==> config.mk <==
export PLATFORM = sky130hd
export DESIGN_NAME = tla_ram
export DESIGN_NICKNAME = d
export VERILOG_FILES = /design/src/rtl/toroidal_life_automaton_assert.svh /design/src/rtl/tla_ram.sv
export SDC_FILE = /design/constraint.sdc
export NUM_CORES = 2
export LEC_CHECK = 0
export CAP_MARGIN = 20
export CELL_PAD_IN_SITES_DETAIL_PLACEMENT = 2
export CELL_PAD_IN_SITES_GLOBAL_PLACEMENT = 2
export CORE_UTILIZATION = 42
export DETAILED_ROUTE_END_ITERATION = 7
export DONT_BUFFER_PORTS = 1
export GPL_ROUTABILITY_DRIVEN = 1
export GPL_TIMING_DRIVEN = 0
export HOLD_SLACK_MARGIN = 0.15
export PLACE_DENSITY = 0.66
export SLEW_MARGIN = 10
export SYNTH_ARGS = -nofsm -noshare
export SYNTH_HDL_FRONTEND = slang
export SYNTH_SLANG_ARGS = --single-unit
==> constraint.sdc <==
create_clock -name clk -period 18 [get_ports clk]
set_input_delay 0.9 -clock clk [delete_from_list [all_inputs] [get_ports clk]]
set_output_delay 0.9 -clock clk [all_outputs]
set_load 0.005 [all_outputs]
==> src/rtl/toroidal_life_automaton_assert.svh <==
// ----------------------------------------------------------------------------
// toroidal_life_automaton_assert.svh
// assertion macros for the life automaton, clocked on aclk, reset by aresetn
// ----------------------------------------------------------------------------
`ifndef TOROIDAL_LIFE_AUTOMATON_ASSERT_SVH
`define TOROIDAL_LIFE_AUTOMATON_ASSERT_SVH

`ifndef NO_ASSERTIONS

// same-cycle implication
`define TLA_ASSERT_IMP(label, ante, cons, msg) \
    label: assert property (@(posedge aclk) disable iff (!aresetn) (ante) |-> (cons)) \
        else $error(msg);

// next-cycle implication
`define TLA_ASSERT_NXT(label, ante, cons, msg) \
    label: assert property (@(posedge aclk) disable iff (!aresetn) (ante) |=> (cons)) \
        else $error(msg);

`else

`define TLA_ASSERT_IMP(label, ante, cons, msg)
`define TLA_ASSERT_NXT(label, ante, cons, msg)

`endif

`endif

==> src/rtl/tla_ram.sv <==
// ----------------------------------------------------------------------------
// tla_ram
// generic single-write, single-read ram with registered read data
// ----------------------------------------------------------------------------
`default_nettype none

module tla_ram #(
    parameter int DATA_W = 64,
    parameter int DEPTH  = 64
) (
    input  wire logic                     clk,
    input  wire logic                     we,
    input  wire logic [$clog2(DEPTH)-1:0] waddr,
    input  wire logic [DATA_W-1:0]        wdata,
    input  wire logic [$clog2(DEPTH)-1:0] raddr,
    output logic      [DATA_W-1:0]        rdata
);

    logic [DATA_W-1:0] mem [DEPTH];
    logic [DATA_W-1:0] rdata_reg;

    always_ff @(posedge clk) begin
        if (we) begin
            mem[waddr] <= wdata;
        end
        rdata_reg <= mem[raddr];
    end

    assign rdata = rdata_reg;

endmodule

`default_nettype wire

==> flow_summary.html <==
<table>
<tr><th>Metric</th><th>Value</th></tr>
<tr><th colspan="2">Clock network</th></tr>
<tr><td>Clock transition at path regs</td><td>60 ps</td></tr>
<tr><td>Number of clock sinks</td><td>4160</td></tr>
<tr><td>Insertion delay of the later-clocked pin in the worst-skew pair</td><td>1060 ps</td></tr>
<tr><td>H-Tree Level Count</td><td>5</td></tr>
<tr><td>Post-cts hold buffer count</td><td>64</td></tr>
<tr><td>Clock Tree Buf Depth</td><td>4</td></tr>
<tr><td>Cts repair resizes</td><td>0</td></tr>
<tr><td>Post-CTS Setup Inserts</td><td>0</td></tr>
<tr><td>Root Buffer</td><td>clkbuf_16</td></tr>
<tr><td>TritonCTS clock tree</td><td>built</td></tr>
<tr><td>Number of buffers added by the clock tree synthesis step</td><td>436</td></tr>
<tr><th colspan="2">STA</th></tr>
<tr><td>RSZ-0062 raised after global routing</td><td>false</td></tr>
<tr><td>Actual slew at the worst max-slew pin</td><td>1260 ps</td></tr>
<tr><td>Number of endpoints with negative hold slack in the final report</td><td>0</td></tr>
<tr><td>Part of the cycle the worst path needs</td><td>25.3%</td></tr>
<tr><td>Final Setup Violations</td><td>0</td></tr>
<tr><td>Final Skew</td><td>84.8 ps</td></tr>
<tr><td>Maximum clock frequency</td><td>0.219 GHz</td></tr>
<tr><td>Final setup margin</td><td>13440 ps</td></tr>
<tr><td>Minimum clock period</td><td>4560 ps</td></tr>
<tr><td>Worst hold margin</td><td>267 ps</td></tr>
<tr><td>Post-route setup TNS</td><td>0 ps</td></tr>
<tr><td>Max-slew violation count</td><td>0</td></tr>
<tr><td>Worst rel slew slack</td><td>14.7%</td></tr>
<tr><th colspan="2">Critical path</th></tr>
<tr><td>Worst setup EP type</td><td>flop</td></tr>
<tr><td>Cells along the critical path</td><td>buf_4, buf_2, buf_2, mux4_2, mux2i_1, o22ai_1, a31oi_1, a211oi_1</td></tr>
<tr><td>Critical Setup Path Class</td><td>primary input to flop</td></tr>
<tr><td>Longest individual stage delay on the worst path</td><td>960 ps</td></tr>
<tr><td>Worst path arrival time</td><td>5290 ps</td></tr>
<tr><td>Most Frequent Cell on Critical Path</td><td>buf_2</td></tr>
<tr><td>Cell at the slowest stage of the critical path</td><td>a31oi_1</td></tr>
<tr><td>Critical path startpoint category</td><td>primary input</td></tr>
<tr><td>Worst-path fanout max</td><td>11</td></tr>
<tr><td>Cell family with the largest share of critical-path delay</td><td>buffers and inverters</td></tr>
<tr><td>Buffer and inverter count on the worst path</td><td>3</td></tr>
<tr><td>Data required time at the worst endpoint</td><td>18730 ps</td></tr>
<tr><th colspan="2">Detailed routing</th></tr>
<tr><td>DRC</td><td>0</td></tr>
<tr><td>Iteration-0 DRC count of the detailed router</td><td>13300</td></tr>
<tr><td>Via Count</td><td>83200</td></tr>
<tr><td>Number of vias per cell</td><td>6.56</td></tr>
<tr><td>Length of the first detailed-routing pass in iterations</td><td>7</td></tr>
<tr><td>Number of nets with antenna violations after detailed routing</td><td>0</td></tr>
<tr><td>Total Routed Length</td><td>597000 µm</td></tr>
<tr><td>Wire per inst</td><td>47.1 µm</td></tr>
<tr><th colspan="2">Floorplanning</th></tr>
<tr><td>Top-level I/O count</td><td>142</td></tr>
<tr><td>Area of the die</td><td>375000 µm²</td></tr>
<tr><td>Height of the die</td><td>612 µm</td></tr>
<tr><td>Chip width</td><td>612 µm</td></tr>
<tr><td>Initial standard-cell utilization of the core</td><td>42.3%</td></tr>
<tr><td>Row count</td><td>223</td></tr>
<tr><td>Core region area</td><td>370000 µm²</td></tr>
<tr><th colspan="2">Yosys</th></tr>
<tr><td>Post-Synth Adder-Cell Area</td><td>0%</td></tr>
<tr><td>Synthesized-area fraction occupied by and/or/nand/nor cells</td><td>1.24%</td></tr>
<tr><td>Number of warnings reported in the yosys synthesis log</td><td>0</td></tr>
<tr><td>Post-synth ARST share</td><td>0%</td></tr>
<tr><td>Top flip-flop cell by instance count after synthesis</td><td>edfxtp_1</td></tr>
<tr><td>Dominant combinational cell family by area after synthesis</td><td>multiplexers</td></tr>
<tr><td>Cell variety after synth</td><td>33</td></tr>
<tr><td>Mean instance size in the synthesized netlist</td><td>23.7 µm²</td></tr>
<tr><td>Post-Syn Area</td><td>156000 µm²</td></tr>
<tr><td>Mux share of post-synthesis cell area</td><td>15.6%</td></tr>
<tr><td>Total nets after synthesis</td><td>6676</td></tr>
<tr><td>Area fraction in compound gates after synthesis</td><td>2.48%</td></tr>
<tr><td>Flop and latch count out of synthesis</td><td>4160</td></tr>
<tr><td>Number of synthesized flops with an enable pin</td><td>4096</td></tr>
<tr><td>Area share of xor/xnor cells in the synthesized design</td><td>0%</td></tr>
<tr><td>Post-Syn Instances</td><td>6598</td></tr>
<tr><td>Post-synthesis sequential area ratio</td><td>79.5%</td></tr>
<tr><th colspan="2">Power and ir drop</th></tr>
<tr><td>Switching power as a share of total power</td><td>24.0%</td></tr>
<tr><td>Combinational share of power</td><td>5.6%</td></tr>
<tr><td>Total leakage power</td><td>57.2 nW</td></tr>
<tr><td>Worst VDD drop</td><td>0.0000951 V</td></tr>
<tr><td>Total power</td><td>21.2 mW</td></tr>
<tr><td>Clock power frac</td><td>43.5%</td></tr>
<tr><td>Power per unit of standard cell area</td><td>115 nW/µm²</td></tr>
<tr><td>Sequential share of power</td><td>50.9%</td></tr>
<tr><td>Net Sw Power</td><td>5.08 mW</td></tr>
<tr><td>Cell internal pwr</td><td>16.1 mW</td></tr>
<tr><th colspan="2">Final layout</th></tr>
<tr><td>Flip-flop count of the largest register, all copies and words added</td><td>4096</td></tr>
<tr><td>Post-synthesis to final-layout area growth</td><td>17.4%</td></tr>
<tr><td>Share of layout cells above drive strength 1</td><td>29.2%</td></tr>
<tr><td>Nets</td><td>7433</td></tr>
<tr><td>Fill cell total of the finished layout</td><td>31600</td></tr>
<tr><td>Leading cell type in the layout, fill and taps excluded</td><td>edfxtp_1</td></tr>
<tr><td>Most frequent cells in the layout</td><td>edfxtp_1 (4096), mux4_2 (1024), clkbuf_16 (451)</td></tr>
<tr><td>Post-Route Utilization</td><td>49.6%</td></tr>
<tr><th colspan="2">GRT</th></tr>
<tr><td>Global routing usage summed across all routing layers</td><td>31.4%</td></tr>
<tr><td>Global-route wire length before repair</td><td>795000 µm</td></tr>
<tr><td>Total gr overflow</td><td>0</td></tr>
<tr><td>Pin count of the biggest net entering global routing</td><td>65</td></tr>
<tr><td>Via count of the first global-routing pass</td><td>86900</td></tr>
<tr><td>Number of antenna violations at the first check in global routing</td><td>54</td></tr>
<tr><th colspan="2">Placement</th></tr>
<tr><td>HPWL Detailed</td><td>362000 µm</td></tr>
<tr><td>DP Worst Slack</td><td>12630 ps</td></tr>
<tr><td>Final estimated routing congestion in global placement</td><td>0.816</td></tr>
<tr><td>Port bufs</td><td>0</td></tr>
<tr><th colspan="2">Run</th></tr>
<tr><td>Count of maximum capacitance violations</td><td>0</td></tr>
<tr><th colspan="2">Status</th></tr>
<tr><td>Status</td><td>completed</td></tr>
<tr><th colspan="2">Hold path</th></tr>
<tr><td>Class of the tightest hold or removal check</td><td>primary input to flop</td></tr>
</table>
==> through the flow <==
stage	instances	area (µm²)
after floorplan	6598	156000
after global placement	11500	163000
after detailed placement	11800	168000
after CTS	12700	183000
after global routing	12700	183000
final	12700	183000
==> final cells by class <==
| class | count | area, µm² | share of cell area (%) |
|---|---|---|---|
| buffer | 370 | 1780 | 0.972 |
| sequential | 4160 | 124000 | 67.7 |
| timing repair buffer | 319 | 6700 | 3.65 |
| multi-input combinational | 2049 | 30700 | 16.7 |
| clock buffer | 562 | 11800 | 6.43 |
| clock inverter | 234 | 1840 | 1.00 |
| tap | 4950 | 6190 | 3.38 |
| inverter | 19 | 71.3 | 0.0389 |
| antenna | 30 | 75.1 | 0.0409 |
==> synthesized netlist by cell type, types with 45 or more instances <==
master | instances | area share [%]
a22o_1 | 88 | 0.49
mux2i_1 | 135 | 0.86
a22oi_1 | 168 | 0.81
nor2_1 | 112 | 0.27
nand2_1 | 58 | 0.14
and3_1 | 64 | 0.26
clkbuf_1 | 140 | 0.34
nand3_1 | 45 | 0.14
edfxtp_1 | 4096 | 79
buf_2 | 170 | 0.54
o22ai_1 | 83 | 0.33
mux4_2 | 1024 | 15
a211oi_1 | 63 | 0.30
dfxtp_1 | 64 | 0.82
==> layer usage <==
metal | global-route usage, % | wire, µm | up-vias
met5 | 0 | 100 | -
met4 | 13.4 | 28800 | 18
met3 | 5.90 | 54500 | 1131
met2 | 53.0 | 299000 | 5869
met1 | 39.9 | 215000 | 46100
li1 | - | - | 30100
==> power groups by stage <==
stage | Sequential [mW] | Combinational [mW] | Clock, mW
after global placement | 11.0 | 0.854 | 0
final | 10.8 | 1.19 | 9.21
after global routing | 10.8 | 1.20 | 9.51
after floorplan | 11.0 | 0.499 | 0
after CTS | 10.8 | 1.16 | 9.19
after detailed placement | 11.0 | 0.913 | 0
==> path summary, 6_finish.rpt <==
| kind | startpoint | to | slack, ps | cells after the start |
|---|---|---|---|---|
| worst max-delay path | raddr[0] | rdata[39] | 13440 | 8 |
| worst min register to register | mem[60][30] | rdata[30] | 990 | 4 |
| worst min-delay path | wdata[61] | mem[5][61] | 270 | 1 |
| worst max register to register | mem[12][30] | rdata[30] | 14860 | 5 |
==> kinds of logic after synthesis <==
logic type | count (synthesis)
mux | 1159
flops | 4160
buf+inv | 389
simple gates | 386
compound gates | 504
Note: power is estimated with default switching activity, not from simulation.
