<file path="config.mk">
export PLATFORM = sky130hd
export DESIGN_NAME = tla_cell
export DESIGN_NICKNAME = d
export VERILOG_FILES = /design/src/rtl/toroidal_life_automaton_assert.svh /design/src/rtl/tla_pkg.sv /design/src/rtl/tla_cell.sv
export SDC_FILE = /design/constraint.sdc
export NUM_CORES = 1
export LEC_CHECK = 0
export ABC_CLOCK_PERIOD_IN_PS = 3900
export CORE_AREA = 8 8 45 47
export CTS_BUF_LIST = sky130_fd_sc_hd__clkbuf_4
export CTS_CLUSTER_SIZE = 10
export DETAILED_ROUTE_END_ITERATION = 7
export DIE_AREA = 0 0 53 55
export DONT_BUFFER_PORTS = 1
export GPL_ROUTABILITY_DRIVEN = 0
export HOLD_SLACK_MARGIN = 0.03
export SLEW_MARGIN = 10
export SYNTH_ARGS = -nofsm -noshare
export SYNTH_HDL_FRONTEND = slang
export SYNTH_SLANG_ARGS = --single-unit
</file>
<file path="constraint.sdc">
create_clock -name clk -period 3.9 [get_ports clk]
set_input_delay 0.78 -clock clk [delete_from_list [all_inputs] [get_ports clk]]
set_output_delay 0.78 -clock clk [all_outputs]
set_load 0.005 [all_outputs]
</file>
<file path="src/rtl/toroidal_life_automaton_assert.svh">
// ----------------------------------------------------------------------------
// toroidal_life_automaton_assert.svh
// assertion macros for the life automaton, clocked on aclk, reset by aresetn
// ----------------------------------------------------------------------------
`ifndef TOROIDAL_LIFE_AUTOMATON_ASSERT_SVH
`define TOROIDAL_LIFE_AUTOMATON_ASSERT_SVH

`ifndef NO_ASSERTIONS

// same-cycle implication
`define TLA_ASSERT_IMP(label, ante, cons, msg) \
    label: assert property (@(posedge aclk) disable iff (!aresetn) (ante) |-> (cons)) \
        else $error(msg);

// next-cycle implication
`define TLA_ASSERT_NXT(label, ante, cons, msg) \
    label: assert property (@(posedge aclk) disable iff (!aresetn) (ante) |=> (cons)) \
        else $error(msg);

`else

`define TLA_ASSERT_IMP(label, ante, cons, msg)
`define TLA_ASSERT_NXT(label, ante, cons, msg)

`endif

`endif

</file>
<file path="src/rtl/tla_pkg.sv">
// ----------------------------------------------------------------------------
// tla_pkg
// shared types and constants of the toroidal life automaton
// ----------------------------------------------------------------------------
`default_nettype none

package tla_pkg;

    typedef enum logic [1:0] {
        CMD_WRITE = 2'd0,
        CMD_READ  = 2'd1,
        CMD_STEP  = 2'd2
    } tla_cmd_t;

    typedef enum logic [2:0] {
        S_CLEAR,
        S_IDLE,
        S_ACCESS,
        S_STEP,
        S_DONE
    } tla_state_t;

    // one column of the three-row window held by a cell
    typedef struct packed {
        logic up;
        logic mid;
        logic dn;
    } tla_col_t;

    // per-cycle controls broadcast to the cell row
    typedef struct packed {
        logic shift;
        logic capture;
        logic use_first;
    } tla_cell_ctl_t;

    typedef logic [3:0] tla_count_t;

    localparam tla_count_t SURVIVE_COUNT = 4'd2;
    localparam tla_count_t BIRTH_COUNT   = 4'd3;

endpackage

`default_nettype wire

</file>
<file path="src/rtl/tla_cell.sv">
// ----------------------------------------------------------------------------
// tla_cell
// one column of the generation sweep: a three-row window and the b3/s23 rule
// ----------------------------------------------------------------------------
`default_nettype none

module tla_cell
    import tla_pkg::*;
(
    input  wire logic          clk,
    input  tla_cell_ctl_t      ctl,
    input  wire logic          in_bit,
    input  tla_col_t           left,
    input  tla_col_t           right,
    output tla_col_t           col,
    output logic               next_bit
);

    logic       up_reg;
    logic       mid_reg;
    logic       dn_reg;
    logic       first_reg;
    logic       feed;
    tla_count_t count;

    // the first row is overwritten early in the sweep, so keep its old value
    assign feed = ctl.use_first ? first_reg : in_bit;

    always_ff @(posedge clk) begin
        if (ctl.shift) begin
            up_reg  <= mid_reg;
            mid_reg <= dn_reg;
            dn_reg  <= feed;
        end
        if (ctl.capture) begin
            first_reg <= in_bit;
        end
    end

    assign col.up  = up_reg;
    assign col.mid = mid_reg;
    assign col.dn  = dn_reg;

    assign count = {3'b000, left.up}  + {3'b000, left.mid}  + {3'b000, left.dn}
                 + {3'b000, right.up} + {3'b000, right.mid} + {3'b000, right.dn}
                 + {3'b000, up_reg}   + {3'b000, dn_reg};

    assign next_bit = (count == BIRTH_COUNT) || (mid_reg && (count == SURVIVE_COUNT));

endmodule

`default_nettype wire

</file>
==> insert_results.sql, run 1 <==
INSERT INTO impl_metrics (metric_group, metric, value, unit) VALUES
('power', 'cellInternalPower', '0.1154', 'mW'),
('setup_path', 'cp_cell_sequence', 'inv_8 > fa_1 > fa_1 > fa_1 > inv_2 > ha_4 > fa_2 > or2_1 > a211oi_2', ''),
('setup_path', 'critPathKind', 'in -> out', ''),
('logic_synthesis', 'muxShareOfSynthArea', '3.180', '%'),
('timing', 'max_clock_freq', '0.2452', 'GHz'),
('timing', 'max_slew_margin', '85.83', '%'),
('timing', 'final_worst_setup_slack', '-0.1787', 'ns'),
('flow_run', 'maxCapViolations', '0', ''),
('route', 'avgViaCountPerCell', '4.170', ''),
('timing', 'worstMarginPinSlew', '0.2122', 'ns'),
('cells_and_area', 'areaGrowthSynthToFinish', '12.01', '%'),
('power', 'clockPowerShare', '30.7', '%'),
('logic_synthesis', 'ys_warn_count', '0', ''),
('placement', 'post-place-ws', '-0.2812', 'ns'),
('setup_path', 'critPathLaunchType', 'primary input', ''),
('power', 'swShare', '30.32', '%'),
('timing', 'period_needed', '4.079', 'ns'),
('setup_path', 'cp-end-kind', 'output pin', ''),
('die', 'floorplan.die.width', '53', 'um'),
('clocking', 'cts_made_buffers', '3', ''),
('status', 'violations', 'negative setup slack', ''),
('logic_synthesis', 'postSynthAreaPerCell', '11.42', 'sq um'),
('cells_and_area', 'final_core_util', '28.66', '%'),
('placement', 'hpwlAfterDp', '486.1', 'um'),
('timing', 'hold-worst-slack', '0.5061', 'ns'),
('grt', 'pin_count_of_the_biggest_net_entering_global_routing', '4', ''),
('timing', 'unrepaired_setup_endpoints_after_global_routing', 'true', ''),
('cells_and_area', 'insertedDiodeCount', '0', ''),
('setup_path', 'path_common_cell', 'sky130_fd_sc_hd__fa_1', ''),
('timing', 'report.final.hold_viol_count', '0', ''),
('logic_synthesis', 'syn_nets', '49', ''),
('route', 'ant_nets', '0', ''),
('timing', 'finalCritPeriodShare', '104.6', '%'),
('min_path', 'worstHoldPathType', 'reg -> reg', ''),
('grt', 'grtUsageTotal', '3.462', '%'),
('logic_synthesis', 'synth_top_family_by_area', 'adder cells', ''),
('logic_synthesis', 'yosysTopAreaCell', 'sky130_fd_sc_hd__edfxtp_1', ''),
('route', 'routed_wire_length_per_instance', '12.40', 'um'),
('logic_synthesis', 'syn_inst', '31', ''),
('power', 'power.density', '417.6', 'mW/mm^2'),
('die', 'boundaryPins', '15', ''),
('cells_and_area', 'layout.nets', '51', ''),
('setup_path', 'worst_ep_required_time', '3.12', 'ns'),
('status', 'outcome', 'finished, violations left', ''),
('grt', 'first_pass_grt_wire_length', '731', 'um'),
('clocking', 'clk_latency', '0.23', 'ns'),
('grt', 'global_route.overflow_total', '0', ''),
('grt', 'initial_antenna_violation_count', '0', ''),
('cells_and_area', 'fraction_of_layout_instances_using_a_drive_strength_above_1', '29.03', '%'),
('placement', 'port-buffer-count', '0', ''),
('logic_synthesis', 'synth-seq-cells', '4', ''),
('logic_synthesis', 'mappedNetlistArea', '354.1', 'sq um'),
('logic_synthesis', 'yosys.area_share.xor_xnor', '0', '%'),
('die', 'fp-row-count', '14', ''),
('clocking', 'cts.root.buffer_cell', 'sky130_fd_sc_hd__clkbuf_4', ''),
('grt', 'vias_in_the_first_global_route', '192', ''),
('clocking', 'clkSlewWorstSetupHoldPaths', '0.04', 'ns'),
('setup_path', 'crit_path_top_delay_cell', 'sky130_fd_sc_hd__fa_1', ''),
('route', 'post-route-drc-count', '0', ''),
('logic_synthesis', 'synthTopCellsByArea', 'sky130_fd_sc_hd__edfxtp_1 (34%), sky130_fd_sc_hd__fa_1 (23%), sky130_fd_sc_hd__inv_1 (12%)', ''),
('timing', 'timing.final.setup_violations', '1', ''),
('logic_synthesis', 'yosys.area_share.adder', '33.22', '%'),
('clocking', 'tritoncts', 'yes', ''),
('route', 'drtIter0Drc', '3', ''),
('power', 'combPwrFrac', '37.1', '%'),
('die', 'fp.dieH', '55', 'um'),
('timing', 'final_max_slew_viol_count', '0', ''),
('power', 'power.leakage', '0.1872', 'nW'),
('logic_synthesis', 'synth-seq-area-share', '33.92', '%'),
('die', 'die_area', '0.002915', 'sq mm'),
('route', 'drt-total-wl', '583', 'um');
==> metrics by stage <==
| stage | instance area, sq um | instances | setup TNS, ns | power (mW) |
|---|---|---|---|---|
| CTS | 386.6 | 47 | -0.2236 | 0.1632 |
| global route | 396.6 | 47 | -0.2856 | 0.1830 |
| floorplan | 359.1 | 31 | -0.1376 | 0.1020 |
| finish | 396.6 | 47 | -0.1787 | 0.1656 |
| detailed placement | 356.6 | 44 | -0.2812 | 0.1107 |
| global placement | 356.6 | 44 | -0.2538 | 0.1084 |
==> synthesized netlist by cell type, drive strengths merged <==
master,number
a211oi,1
buf,3
edfxtp,4
fa,4
ha,3
inv,11
mux2,1
nand3b,1
o211a,1
o21ai,1
or2,1
==> repair_timing <==
| action | CTS | global route |
|---|---|---|
| pin swaps | 2 | 1 |
| setup buffers | 0 | 0 |
| gates resized for setup | 4 | 2 |
| endpoints found under the setup margin | 1 | 1 |
==> per-layer routing <==
metal | part of all wire [%] | vias up | track usage (%)
met5 | 0 | - | 0
met4 | 0 | 0 | 1.293
met3 | 16 | 0 | 3.743
li1 | - | 93 | -
met2 | 53 | 9 | 4.492
met1 | 31 | 94 | 3.549
==> power groups by stage <==
stage	Clock [mW]	Sequential [mW]	Combinational, mW
floorplan	0	0.0529	0.0491
global placement	0	0.0543	0.0541
detailed placement	0	0.0544	0.0562
CTS	0.0531	0.0536	0.0566
global route	0.0559	0.0539	0.0731
finish	0.0508	0.0534	0.0614
==> final timing paths <==
path	startpoint	slack, ns	cells after the start	to
setup / recovery	right[0]	-0.18	9	next_bit
hold / removal	dn_reg	0.51	0	mid_reg
setup reg to reg	first_reg	3.04	1	dn_reg
hold reg to reg	dn_reg	0.51	0	mid_reg
==> cell type report <==
type / count / area, sq um
clock buffer: 3 / 22.52
fill: 146 / 987.2
inverter: 11 / 48.80
multi-input combinational: 13 / 185.2
sequential: 4 / 120.1
tap: 16 / 20.02
==> worst max-delay path: cells and delay by family <==
family	cells	cell delay, ns
AOI/OAI and AO/OA	1	0.23
adders and majority gates	5	1.99
buffers and inverters	2	0.06
and+or+nand+nor	1	0.24
==> placed cells by master (no fill, tap or decap) <==
cell and n:
sky130_fd_sc_hd__a211oi_2 1, sky130_fd_sc_hd__clkbuf_4 3, sky130_fd_sc_hd__edfxtp_1 4, sky130_fd_sc_hd__fa_1 3, sky130_fd_sc_hd__fa_2 1, sky130_fd_sc_hd__ha_1 2
sky130_fd_sc_hd__ha_4 1, sky130_fd_sc_hd__inv_1 9, sky130_fd_sc_hd__inv_2 1, sky130_fd_sc_hd__inv_8 1, sky130_fd_sc_hd__mux2_2 1, sky130_fd_sc_hd__nand3b_1 1
sky130_fd_sc_hd__o211a_1 1, sky130_fd_sc_hd__o21ai_1 1, sky130_fd_sc_hd__or2_1 1
==> kinds of logic (layout without fill, tap and decap cells) <==
family,Yosys count,in the layout
buf+inv,14,14
fa+ha+maj,7,7
flops,4,4
compound gates,3,3
simple gates,2,2
mux,1,1
No activity file was read; power rests on OpenSTA's default activity.
==> run 2: changes to the inputs <==
- CELL_PAD_IN_SITES_DETAIL_PLACEMENT: default -> 1
- CELL_PAD_IN_SITES_GLOBAL_PLACEMENT: default -> 2
- CORE_AREA: 8 8 45 47 -> 2 2 39 41
- DIE_AREA: 0 0 53 55 -> 0 0 41 43
- PLACE_DENSITY_LB_ADDON: default -> 0.1
==> run 2 against run 1 <==
  * The run still ends with negative setup slack left
  * Maximum frequency grew 0.23%
  * Clock-buffer cell count did not move
  * Register-to-register slack barely moved
  * Via count down 0.51%
  * Setup slack improved by 0.0095 ns
  * Non-clock buffer count unchanged
  * Global-route usage rose by 4.4 points
  * First-iteration DRC count shrank 100%
  * Sequential share of layout area up 0.78 points
  * Critical endpoint unchanged
  * Largest cell class unchanged
==> insert_results.sql, run 2 (synthesis gave the netlist of run 1 again) <==
INSERT INTO impl_metrics (metric_group, metric, value, unit) VALUES
('status', 'outcome', 'finished, violations left', ''),
('status', 'violations', 'negative setup slack', ''),
('timing', 'final_worst_setup_slack', '-0.1692', 'ns'),
('timing', 'hold-worst-slack', '0.5068', 'ns'),
('die', 'design.core.area', '0.001384', 'sq mm'),
('timing', 'max_clock_freq', '0.2457', 'GHz'),
('grt', 'first_pass_grt_wire_length', '821', 'um'),
('placement', 'post-place-ws', '-0.2940', 'ns'),
('timing', 'finClkSkew', '0.005858', 'ns'),
('die', 'initial_utilization', '25.59', '%'),
('die', 'floorplan.die.width', '41', 'um'),
('grt', 'pin_count_of_the_biggest_net_entering_global_routing', '4', ''),
('min_path', 'worstHoldPathType', 'reg -> reg', ''),
('power', 'power.leakage', '0.1867', 'nW'),
('power', 'totalPowerFinal', '0.1618', 'mW'),
('cells_and_area', 'areaGrowthSynthToFinish', '9.187', '%'),
('timing', 'report.final.hold_viol_count', '0', ''),
('route', 'ant_nets', '0', ''),
('die', 'fp-row-count', '14', ''),
('grt', 'grtUsageTotal', '7.895', '%'),
('cells_and_area', 'final_core_util', '27.94', '%'),
('clocking', 'cts_made_buffers', '3', ''),
('clocking', 'post-cts-setup-buffer-count', '0', ''),
('grt', 'initial_antenna_violation_count', '0', ''),
('route', 'drt-total-wl', '572', 'um'),
('timing', 'finalCritPeriodShare', '104.3', '%'),
('clocking', 'holdBufCountCts', '0', ''),
('power', 'power.density', '418.5', 'mW/mm^2'),
('route', 'routed_wire_length_per_instance', '12.17', 'um'),
('cells_and_area', 'insertedDiodeCount', '0', ''),
('route', 'dr_total_vias', '195', ''),
('clocking', 'htreeDepth', '1', ''),
('setup_path', 'worst-endpoint-arrival', '3.29', 'ns'),
('setup_path', 'setup.reg_to_reg.worst_slack', '3.03', 'ns'),
('cells_and_area', 'fraction_of_layout_instances_using_a_drive_strength_above_1', '25.81', '%'),
('timing', 'max_slew_margin', '87.41', '%'),
('placement', 'hpwlAfterDp', '527.4', 'um'),
('power', 'worst_ir_drop_vdd', '0.0001459', 'V'),
('route', 'post-route-drc-count', '0', ''),
('route', 'avgViaCountPerCell', '4.149', ''),
('setup_path', 'critPathLaunchType', 'primary input', ''),
('grt', 'vias_in_the_first_global_route', '194', ''),
('timing', 'unrepaired_setup_endpoints_after_global_routing', 'true', ''),
('cells_and_area', 'num-fill-cells', '165', ''),
('timing', 'worstMarginPinSlew', '0.1885', 'ns'),
('die', 'die_area', '0.001763', 'sq mm'),
('flow_run', 'maxCapViolations', '0', ''),
('clocking', 'clk_latency', '0.24', 'ns'),
('setup_path', 'cp-end-kind', 'output pin', ''),
('clocking', 'clock_path_buffers', '2', ''),
('clocking', 'tritoncts', 'yes', ''),
('clocking', 'cts.root.buffer_cell', 'sky130_fd_sc_hd__clkbuf_4', ''),
('clocking', 'clkSlewWorstSetupHoldPaths', '0.04', 'ns'),
('setup_path', 'critPathKind', 'in -> out', ''),
('placement', 'port-buffer-count', '0', ''),
('timing', 'final_max_slew_viol_count', '0', ''),
('cells_and_area', 'most-common-layout-cells', 'sky130_fd_sc_hd__inv_1 (10), sky130_fd_sc_hd__edfxtp_1 (4), sky130_fd_sc_hd__fa_1 (3), sky130_fd_sc_hd__clkbuf_4 (3), sky130_fd_sc_hd__ha_1 (2)', ''),
('grt', 'global_route.overflow_total', '0', ''),
('cells_and_area', 'most_common_cell_after_layout_fill_and_taps_aside', 'sky130_fd_sc_hd__inv_1', ''),
('route', 'drt-pass1-iter-count', '1', ''),
('die', 'fp.dieH', '43', 'um'),
('route', 'drtIter0Drc', '0', ''),
('timing', 'period_needed', '4.069', 'ns'),
('setup_path', 'worst-path-max-fanout', '3', ''),
('cells_and_area', 'layout.nets', '51', ''),
('die', 'boundaryPins', '15', ''),
('clocking', 'clock-sinks', '4', ''),
('setup_path', 'worst_ep_required_time', '3.12', 'ns'),
('timing', 'timing.final.setup_violations', '1', '');
-- run 2: metal layers --
| layer | part of all wire [%] | track usage [%] |
|---|---|---|
| met1 | 47 | 9.571 |
| met2 | 47 | 9.375 |
| met3 | 5.9 | 8.377 |
| met4 | 0 | 2.000 |
| met5 | 0 | 0 |
-- run 2: cell type report --
type	instances	area, sq um	area share (%)
multi-input combinational	13	175.2	45.31
tap	16	20.02	5.178
clock buffer	3	22.52	5.825
inverter	11	48.80	12.62
sequential	4	120.1	31.07
-- run 2: through the flow --
stage / cell area, sq um / std cells / setup TNS, ns
floorplan: 359.1 / 31 / -0.1376
global placement: 356.6 / 44 / -0.2481
detailed placement: 356.6 / 44 / -0.2940
CTS: 386.6 / 47 / -0.2366
global route: 386.6 / 47 / -0.2772
finish: 386.6 / 47 / -0.1692
-- run 2: worst max-delay path, cell delays in order --
cell	delay [ns]
sky130_fd_sc_hd__inv_8	0.01
sky130_fd_sc_hd__fa_1	0.54
sky130_fd_sc_hd__fa_1	0.44
sky130_fd_sc_hd__fa_1	0.50
sky130_fd_sc_hd__inv_1	0.05
sky130_fd_sc_hd__ha_2	0.18
sky130_fd_sc_hd__fa_2	0.35
sky130_fd_sc_hd__o211a_1	0.22
sky130_fd_sc_hd__a211oi_2	0.22
-- run 2: what timing repair did --
| action | 4_1_cts | 5_1_grt |
|---|---|---|
| endpoints found under the setup margin | 1 | 1 |
| endpoints found under the hold margin | 0 | 0 |
| gates resized for setup | 4 | 0 |
| gates cloned | 0 | 0 |
| pin swaps | 2 | 2 |
-- run 2: final timing paths --
check | startpoint | to | cells past startpoint
worst max-delay path | right[0] | next_bit | 9
worst min-delay path | dn_reg | mid_reg | 0
worst max register to register | first_reg | dn_reg | 1
worst min register to register | dn_reg | mid_reg | 0
-- run 2: power breakdown --
part | total, mW | leakage (nW) | internal [mW] | switching [mW]
combinational | 0.0561 | 0.134 | 0.0264 | 0.0297
sequential | 0.0534 | 0.0391 | 0.0513 | 0.00207
clock | 0.0524 | 0.0138 | 0.0345 | 0.0179
total | 0.162 | 0.187 | 0.112 | 0.0496
